[src/pttc_pkg.sv]
package pttc_pkg;

    // Event codes carried on the kind field
    localparam logic [2:0] KIND_TICK   = 3'd0;
    localparam logic [2:0] KIND_SET    = 3'd1;
    localparam logic [2:0] KIND_HOME   = 3'd2;
    localparam logic [2:0] KIND_TRACK  = 3'd3;
    localparam logic [2:0] KIND_VISION = 3'd4;
    localparam logic [2:0] KIND_STOP   = 3'd5;

    // Configuration register indexes
    localparam logic [1:0] CFG_CENTER_X   = 2'd0;
    localparam logic [1:0] CFG_CENTER_Y   = 2'd1;
    localparam logic [1:0] CFG_TRACK_GAIN = 2'd2;

    localparam logic [9:0] CENTER_X_RESET   = 10'd320;
    localparam logic [9:0] CENTER_Y_RESET   = 10'd240;
    localparam logic [5:0] TRACK_GAIN_RESET = 6'd10;

    // Angle limits, hundredths of a degree
    localparam logic signed [18:0] PAN_LO  = -19'sd18000;
    localparam logic signed [18:0] PAN_HI  = 19'sd18000;
    localparam logic signed [18:0] TILT_LO = -19'sd4500;
    localparam logic signed [18:0] TILT_HI = 19'sd9000;

    // Reset slew rates 3000 and 2000, kept as per-tick steps (rate / 100)
    localparam logic [9:0] PAN_STEP_RESET  = 10'd30;
    localparam logic [9:0] TILT_STEP_RESET = 10'd20;

    localparam logic [10:0] PULSE_MIN = 11'd1000;
    localparam logic [10:0] PULSE_MAX = 11'd2000;

    typedef enum logic [1:0] {
        MODE_IDLE        = 2'd0,
        MODE_HOMING      = 2'd1,
        MODE_POSITIONING = 2'd2,
        MODE_TRACKING    = 2'd3
    } t_mode;

    // rate / 100 via reciprocal 83887 / 2^23, exact for every 16-bit rate
    function automatic logic [9:0] f_rate_to_step(input logic [15:0] rate);
        logic [32:0] prod;
        prod = {17'd0, rate} * 33'd83887;
        return prod[32:23];
    endfunction

    function automatic logic signed [15:0] f_clamp(input logic signed [18:0] v,
                                                   input logic signed [18:0] lo,
                                                   input logic signed [18:0] hi);
        logic signed [18:0] c;
        if (v < lo) begin
            c = lo;
        end else if (v > hi) begin
            c = hi;
        end else begin
            c = v;
        end
        return c[15:0];
    endfunction

    // Move toward goal by step, no overshoot
    function automatic logic signed [15:0] f_approach(input logic signed [15:0] now,
                                                      input logic signed [15:0] goal,
                                                      input logic [9:0] step);
        logic signed [16:0] up;
        logic signed [16:0] dn;
        logic signed [16:0] g;
        logic signed [15:0] r;
        up = $signed({now[15], now}) + $signed({7'd0, step});
        dn = $signed({now[15], now}) - $signed({7'd0, step});
        g  = $signed({goal[15], goal});
        if (now < goal) begin
            r = (up > g) ? goal : up[15:0];
        end else if (now > goal) begin
            r = (dn < g) ? goal : dn[15:0];
        end else begin
            r = now;
        end
        return r;
    endfunction

endpackage

[src/pan_tilt_turret_controller_unit.sv]
// Pan/tilt turret controller.
// Input channel (i_in_valid / o_in_ready) carries one event per transaction:
// tick, set position, home, track, vision target or emergency stop. Every
// event yields exactly one result transaction on the output channel
// (o_out_valid / i_out_ready): servo pulse widths, mode, status flags and the
// current pan and tilt angles in hundredths of a degree.
// The event is evaluated by combinational logic from the state registers and
// lands in the result register at the accepting edge.
// Throughput is one event per cycle; the single result register sets that
// figure, and o_in_ready stays high while the result is taken in the same
// cycle. When the receiver stalls, the result holds and o_in_ready drops
// until the result is taken.
// Configuration (image centre, tracking gain) is written through
// i_cfg_we / i_cfg_index / i_cfg_data, one register per cycle, no wait.
// Reset (i_rst_n low, synchronous) returns to idle with both angles and
// setpoints at zero, slew rates 3000 and 2000, flags cleared, the result
// register empty and the configuration at its defaults.
module pan_tilt_turret_controller_unit
    import pttc_pkg::*;
(
    input  logic               i_clk,
    input  logic               i_rst_n,
    input  logic               i_cfg_we,
    input  logic [1:0]         i_cfg_index,
    input  logic [9:0]         i_cfg_data,
    input  logic               i_in_valid,
    output logic               o_in_ready,
    input  logic [2:0]         i_kind,
    input  logic signed [15:0] i_pan_command,
    input  logic signed [15:0] i_tilt_command,
    input  logic [15:0]        i_slew_request,
    input  logic [9:0]         i_pixel_x,
    input  logic [9:0]         i_pixel_y,
    output logic               o_out_valid,
    input  logic               i_out_ready,
    output logic [10:0]        o_pan_pulse,
    output logic [10:0]        o_tilt_pulse,
    output logic               o_pulse_update,
    output logic [1:0]         o_mode,
    output logic               o_enabled_flag,
    output logic               o_tracking_flag,
    output logic               o_homed_flag,
    output logic signed [15:0] o_pan_position,
    output logic signed [14:0] o_tilt_position
);

    // Configuration registers
    logic [9:0] r_center_x;
    logic [9:0] r_center_y;
    logic [5:0] r_track_gain;

    // Controller state
    t_mode             r_mode,        n_mode;
    logic signed [15:0] r_pan_target,  n_pan_target;
    logic signed [15:0] r_tilt_target, n_tilt_target;
    logic signed [15:0] r_pan_now,     n_pan_now;
    logic signed [15:0] r_tilt_now,    n_tilt_now;
    logic [9:0]         r_pan_step,    n_pan_step;
    logic [9:0]         r_tilt_step,   n_tilt_step;
    logic               r_enabled,     n_enabled;
    logic               r_tracking,    n_tracking;
    logic               r_homed,       n_homed;
    logic               n_update;

    // Result register
    logic               r_out_valid;
    logic               r_out_update;
    t_mode              r_out_mode;
    logic               r_out_enabled;
    logic               r_out_tracking;
    logic               r_out_homed;
    logic signed [15:0] r_out_pan;
    logic signed [14:0] r_out_tilt;

    logic in_accept;

    // Next angles on a tick
    logic signed [15:0] pan_appr;
    logic signed [15:0] tilt_appr;

    // Tracking setpoints
    logic signed [11:0] err_x;
    logic signed [11:0] err_y;
    logic signed [18:0] prod_x;
    logic signed [18:0] prod_y;
    logic signed [18:0] sum_x;
    logic signed [18:0] sum_y;

    // Pulse conversion
    logic signed [16:0] pan_off;
    logic [28:0]        pan_prod;
    logic signed [15:0] tilt_off;
    logic [30:0]        tilt_prod;

    // Accept a new event while the result slot is empty or being drained
    assign o_in_ready = !r_out_valid || i_out_ready;
    assign in_accept  = i_in_valid && o_in_ready;

    assign pan_appr  = f_approach(r_pan_now, r_pan_target, r_pan_step);
    assign tilt_appr = f_approach(r_tilt_now, r_tilt_target, r_tilt_step);

    // Pixel error times gain, added to the actual angle wide, clamped later
    assign err_x  = $signed({2'd0, r_center_x}) - $signed({2'd0, i_pixel_x});
    assign err_y  = $signed({2'd0, r_center_y}) - $signed({2'd0, i_pixel_y});
    assign prod_x = err_x * $signed({1'b0, r_track_gain});
    assign prod_y = err_y * $signed({1'b0, r_track_gain});
    assign sum_x  = prod_x + $signed({{3{r_pan_now[15]}}, r_pan_now});
    assign sum_y  = prod_y + $signed({{3{r_tilt_now[15]}}, r_tilt_now});

    // Mode sequencing
    always_comb begin
        n_mode = r_mode;
        if (in_accept) begin
            unique case (i_kind)
                KIND_TICK: begin
                    if (r_mode == MODE_HOMING && pan_appr == 16'sd0 && tilt_appr == 16'sd0) begin
                        n_mode = MODE_IDLE;
                    end
                end
                KIND_SET: begin
                    if (r_mode == MODE_IDLE) begin
                        n_mode = MODE_POSITIONING;
                    end
                end
                KIND_HOME: begin
                    if (r_mode != MODE_HOMING) begin
                        n_mode = MODE_HOMING;
                    end
                end
                KIND_TRACK: begin
                    if (r_mode == MODE_IDLE || r_mode == MODE_POSITIONING) begin
                        n_mode = MODE_TRACKING;
                    end
                end
                KIND_STOP: begin
                    if (r_mode != MODE_IDLE) begin
                        n_mode = MODE_IDLE;
                    end
                end
                default: begin
                end
            endcase
        end
    end

    // Setpoints, angles, rates and flags
    always_comb begin
        n_pan_target  = r_pan_target;
        n_tilt_target = r_tilt_target;
        n_pan_now     = r_pan_now;
        n_tilt_now    = r_tilt_now;
        n_pan_step    = r_pan_step;
        n_tilt_step   = r_tilt_step;
        n_homed       = r_homed;
        n_update      = 1'b0;
        if (in_accept) begin
            unique case (i_kind)
                KIND_TICK: begin
                    if (r_mode != MODE_IDLE) begin
                        n_pan_now  = pan_appr;
                        n_tilt_now = tilt_appr;
                        n_update   = 1'b1;
                        if (r_mode == MODE_HOMING && pan_appr == 16'sd0
                            && tilt_appr == 16'sd0) begin
                            n_homed = 1'b1;
                        end
                    end
                end
                KIND_SET: begin
                    if (r_mode == MODE_IDLE || r_mode == MODE_POSITIONING) begin
                        n_pan_target  = f_clamp($signed({{3{i_pan_command[15]}}, i_pan_command}),
                                                PAN_LO, PAN_HI);
                        n_tilt_target = f_clamp($signed({{3{i_tilt_command[15]}},
                                                i_tilt_command}), TILT_LO, TILT_HI);
                        // Take a new rate only when leaving idle, zero keeps the old one
                        if (r_mode == MODE_IDLE && i_slew_request != 16'd0) begin
                            n_pan_step  = f_rate_to_step(i_slew_request);
                            n_tilt_step = f_rate_to_step(i_slew_request);
                        end
                    end
                end
                KIND_VISION: begin
                    if (r_mode == MODE_TRACKING) begin
                        n_pan_target  = f_clamp(sum_x, PAN_LO, PAN_HI);
                        n_tilt_target = f_clamp(sum_y, TILT_LO, TILT_HI);
                    end
                end
                default: begin
                end
            endcase
        end
        // Entering homing drives both setpoints to zero
        if (n_mode == MODE_HOMING && r_mode != MODE_HOMING) begin
            n_pan_target  = 16'sd0;
            n_tilt_target = 16'sd0;
        end
    end

    // Flags follow mode entry; every mode change is an entry
    always_comb begin
        n_enabled  = r_enabled;
        n_tracking = r_tracking;
        if (n_mode != r_mode) begin
            n_enabled = (n_mode != MODE_IDLE);
            if (n_mode == MODE_POSITIONING) begin
                n_tracking = 1'b0;
            end else if (n_mode == MODE_TRACKING) begin
                n_tracking = 1'b1;
            end
        end
    end

    always_ff @(posedge i_clk) begin
        if (!i_rst_n) begin
            r_center_x   <= CENTER_X_RESET;
            r_center_y   <= CENTER_Y_RESET;
            r_track_gain <= TRACK_GAIN_RESET;
        end else if (i_cfg_we) begin
            unique case (i_cfg_index)
                CFG_CENTER_X:   r_center_x   <= i_cfg_data;
                CFG_CENTER_Y:   r_center_y   <= i_cfg_data;
                CFG_TRACK_GAIN: r_track_gain <= i_cfg_data[5:0];
                default: begin
                end
            endcase
        end
    end

    always_ff @(posedge i_clk) begin
        if (!i_rst_n) begin
            r_mode        <= MODE_IDLE;
            r_pan_target  <= 16'sd0;
            r_tilt_target <= 16'sd0;
            r_pan_now     <= 16'sd0;
            r_tilt_now    <= 16'sd0;
            r_pan_step    <= PAN_STEP_RESET;
            r_tilt_step   <= TILT_STEP_RESET;
            r_enabled     <= 1'b0;
            r_tracking    <= 1'b0;
            r_homed       <= 1'b0;
        end else begin
            r_mode        <= n_mode;
            r_pan_target  <= n_pan_target;
            r_tilt_target <= n_tilt_target;
            r_pan_now     <= n_pan_now;
            r_tilt_now    <= n_tilt_now;
            r_pan_step    <= n_pan_step;
            r_tilt_step   <= n_tilt_step;
            r_enabled     <= n_enabled;
            r_tracking    <= n_tracking;
            r_homed       <= n_homed;
        end
    end

    // Result slot: fill on accept, empty when taken and nothing new arrives
    always_ff @(posedge i_clk) begin
        if (!i_rst_n) begin
            r_out_valid <= 1'b0;
        end else if (in_accept) begin
            r_out_valid <= 1'b1;
        end else if (i_out_ready) begin
            r_out_valid <= 1'b0;
        end
    end

    always_ff @(posedge i_clk) begin
        if (in_accept) begin
            r_out_update   <= n_update;
            r_out_mode     <= n_mode;
            r_out_enabled  <= n_enabled;
            r_out_tracking <= n_tracking;
            r_out_homed    <= n_homed;
            r_out_pan      <= n_pan_now;
            r_out_tilt     <= n_tilt_now[14:0];
        end
    end

    // Pulse widths from the registered angles (angles always stay in range)
    // pan: 1000 + n/36 with n/36 = (n/4) * 14564 / 2^17
    assign pan_off  = $signed({r_out_pan[15], r_out_pan}) + 17'sd18000;
    assign pan_prod = {15'd0, pan_off[15:2]} * 29'd14564;
    // tilt: 1000 + 2n/27 with 2n * 38837 / 2^20
    assign tilt_off  = $signed({r_out_tilt[14], r_out_tilt}) + 16'sd4500;
    assign tilt_prod = {16'd0, tilt_off[13:0], 1'b0} * 31'd38837;

    assign o_pan_pulse     = PULSE_MIN + {1'b0, pan_prod[26:17]};
    assign o_tilt_pulse    = PULSE_MIN + {1'b0, tilt_prod[29:20]};
    assign o_out_valid     = r_out_valid;
    assign o_pulse_update  = r_out_update;
    assign o_mode          = r_out_mode;
    assign o_enabled_flag  = r_out_enabled;
    assign o_tracking_flag = r_out_tracking;
    assign o_homed_flag    = r_out_homed;
    assign o_pan_position  = r_out_pan;
    assign o_tilt_position = r_out_tilt;

endmodule

[config.mk]
export PLATFORM = sky130hd
export DESIGN_NAME = pan_tilt_turret_controller_unit
export DESIGN_NICKNAME = d
export VERILOG_FILES = /design/src/pttc_pkg.sv /design/src/pan_tilt_turret_controller_unit.sv
export SDC_FILE = /design/constraint.sdc
export NUM_CORES = 2
export LEC_CHECK = 0
export ABC_AREA = 0
export BUFFER_PORTS_ARGS = -buffer_cell sky130_fd_sc_hd__buf_2
export CORE_MARGIN = 3
export CORE_UTILIZATION = 59
export CTS_CLUSTER_DIAMETER = 40
export DETAILED_ROUTE_END_ITERATION = 8
export PLACE_DENSITY = 0.8
export SLEW_MARGIN = 10
export SYNTH_ARGS = -nofsm -noshare
export SYNTH_HDL_FRONTEND = slang
export SYNTH_SLANG_ARGS = --single-unit
[constraint.sdc]
create_clock -name i_clk -period 7.1 [get_ports i_clk]
set_input_delay 0.355 -clock i_clk [delete_from_list [all_inputs] [get_ports i_clk]]
set_output_delay 0.355 -clock i_clk [all_outputs]
set_load 0.05 [all_outputs]
==> flow_summary.ini <==
[timing]
skew_ns = 0.0198
drv_slew = 0
fin_crit_ns = 8.22
fin_crit_sh = 1.16
rsz0062_at_grt = yes
setup_viol = 11
worst_slew_pin_slew_ns = 1.10
finalHoldViolCount = 0
timing.slew.headroom = 0.259
setup_slack_ns = -1.12
fmax_mhz = 122
finalSetupTns_ns = -5.22

[global_routing]
antenna_found_initial = 1
gr-usage-all-layers = 0.314
busiest_layer = met2
grt.overflow.total = 0
grt_use_met3 = 0.0451
grt_pass1_wl_um = 136000
met1_usage = 0.417
met2_usage = 0.517
grt_max_degree = 53
grt_pass1_vias = 26400

[logic_synthesis]
async_reset_ff_frac = 0
syn_avg_cell_area_um2 = 8.65
synth_edf_count = 37
synthDistinctLibCells = 91
synth_ff_type = dfxtp_1
yosys_register_bits = 145
synthesis.area_um2 = 30600
synth_compound_area_frac = 0.139
synth_top_family_by_area = adder cells
syn_nets = 4529
synthXorXnorAreaFrac = 0.0484
synthesis.yosys.warnings = 0
muxShareOfSynthArea = 0.0161
synthCells = 3539
synth-simple-area-share = 0.141
synth-seq-area-share = 0.107
synth_fa_ha_area_frac = 0.453

[cts]
cts_buffers = 17
cts_buffer_depth = 2
cts.clk_slew.worst_paths_ns = 0.07
htreeDepth = 4
holdBufCountCts = 0
cts_sinks = 145
ctsRootBufferMaster = clkbuf_16
cts_tree = built
clk_latency_ns = 0.47

[floorplanning]
start_util = 0.604
die-area_um2 = 54600
top_level_ports = 149
rows = 82
core-area_um2 = 50700
dieHeight_um = 234
die_width_um = 234

[place]
dp_hpwl_um = 70900
dpl_cell_area_um2 = 34000
dp_cells = 4499
portBuffers = 148
gp_congestion = 1.01

[detailed_routing]
via_per_inst = 5.85
drt_iter0_drc = 2001
firstDrtPassIters = 6
wl_per_cell_um = 19.3
antenna_left = 0
drc = 0
route.vias.total = 26800
wirelength_um = 88300

[setup_path]
path_max_fanout = 4
crit_slowest_cell = fa_2
path_class = reg2out
crit_arrival_ns = 7.86
critPathTopFamily = adder cells
cpPeakStageDelay_ns = 0.57
cp-end-kind = primary output
critical_path_buf_inv_count = 7
required_ns = 6.74
critical_path.most_common_cell = fa_1
critPathLaunchType = register

[layout]
postLayoutCellArea_um2 = 36300
fin_cells = 4580
fillers = 3659
areaGrowthSynthToFinish_pct = 18.7
drive_above_1_share = 0.193
final_nets = 4884

[run]
drv_cap = 0

[status]
violations = setup timing
outcome = finished, violations left

[hold_path]
hp-class = in2reg
area by class of cell:
| type | count | area, µm² | area share |
|---|---|---|---|
| antenna | 1 | 2.50 | 0.0000689 |
| clock buffer | 19 | 443 | 0.0122 |
| multi-input combinational | 2619 | 26100 | 0.718 |
| inverter | 686 | 2580 | 0.0711 |
| clock inverter | 13 | 130 | 0.00358 |
| sequential | 145 | 3280 | 0.0902 |
| timing repair buffer | 425 | 2980 | 0.0819 |
| tap | 672 | 841 | 0.0232 |
worst register-to-register path, delay by kind of cell (launching register included):
kind	cells	cell delay, ns
flip-flops	1	0.32
AND/OR/NAND/NOR	7	0.88
XOR/XNOR	2	0.39
adder cells (fa/ha/maj)	7	2.84
buffers and inverters	10	0.94
AO/OA/AOI/OAI	8	1.55
state kept, by name, summed over array words and instances, names as in the netlist, 2 cells and up:
signal	flops
r_pan_step	10
r_center_x	10
r_center_y	10
r_mode	2
o_mode	2
o_pan_position	16
r_track_gain	6
r_pan_target	16
r_pan_now	16
r_tilt_now	16
o_tilt_position	15
r_tilt_step	2
r_tilt_target	16
logic make-up after synthesis:
group                    Yosys count
AO/OA/AOI/OAI                    632
XOR/XNOR                         169
adder cells (fa/ha/maj)          902
buffers and inverters            775
flip-flops                       145
multiplexers                      48
AND/OR/NAND/NOR                  868
cell usage after synthesis (38+ instances only):
| cell type | instances | share of area |
|---|---|---|
| and2_1 | 124 | 0.025 |
| o21ai_0 | 115 | 0.019 |
| nand2_1 | 248 | 0.030 |
| xnor2_1 | 121 | 0.035 |
| nand3_1 | 49 | 0.0080 |
| nor3_1 | 58 | 0.0095 |
| a211oi_1 | 47 | 0.012 |
| nor2_1 | 189 | 0.023 |
| inv_1 | 685 | 0.084 |
| fa_1 | 344 | 0.23 |
| xor2_1 | 48 | 0.014 |
| clkbuf_1 | 74 | 0.0091 |
| a21oi_1 | 165 | 0.027 |
| ha_1 | 558 | 0.23 |
| dfxtp_1 | 108 | 0.071 |
| mux2i_1 | 38 | 0.012 |
metrics by stage:
step | hold WS, ns | utilization | setup slack (ns)
2_1_floorplan | 0.436 | - | -0.669
3_3_place_gp | 0.445 | 0.670 | -0.419
3_5_place_dp | 0.452 | 0.670 | -0.614
4_1_cts | 0.131 | 0.690 | -0.992
5_1_grt | 0.157 | 0.716 | -1.34
6_report | 0.145 | 0.716 | -1.12
per-layer routing:
metal	vias to the layer above	wire length, µm
met3	243	6860
met1	12800	36000
met5	-	0
met4	0	4020
met2	1152	41400
li1	12600	-
timing repair:
item	in CTS	in global routing
endpoints found under the setup margin	31	47
cloned	0	1
buffers inserted	11	41
gates resized for setup	73	243
pin swaps	18	179
worst paths after layout:
check | start | end | slack [ns] | depth (start not counted)
setup / recovery | o_tilt_position[3] | o_tilt_pulse[9] | -1.12 | 27
hold / removal | i_cfg_data[6] | r_center_y[6] | 0.14 | 3
setup reg to reg | r_center_y[0] | r_tilt_target[11] | 0.05 | 34
hold reg to reg | r_center_y[0] | r_center_y[0] | 0.46 | 2
placed cells by master (no fill, tap or decap), drive strengths merged, types with 9 or more instances in the layout:
cell	instances
or3	24
o21bai	26
edfxtp	37
inv	690
a311oi	10
ha	558
nand2b	32
o2111ai	11
mux2	10
o21a	21
clkbuf	19
nor4	15
nand3	50
a2111oi	14
a41oi	10
nor3	58
nor2b	31
o211ai	22
a21o	35
nor2	190
or2	14
a22oi	12
nand4	27
a21oi	165
a221oi	9
xor2	48
o22ai	15
dfxtp	108
buf	425
a211oi	47
mux2i	38
fa	344
a31oi	21
o21ai	119
o41ai	9
nand2	249
o31ai	17
and3	11
xnor2	121
and2	124
Power is not shown: default switching activity piles up to over one toggle a cycle in this logic, so the estimate is an artifact.
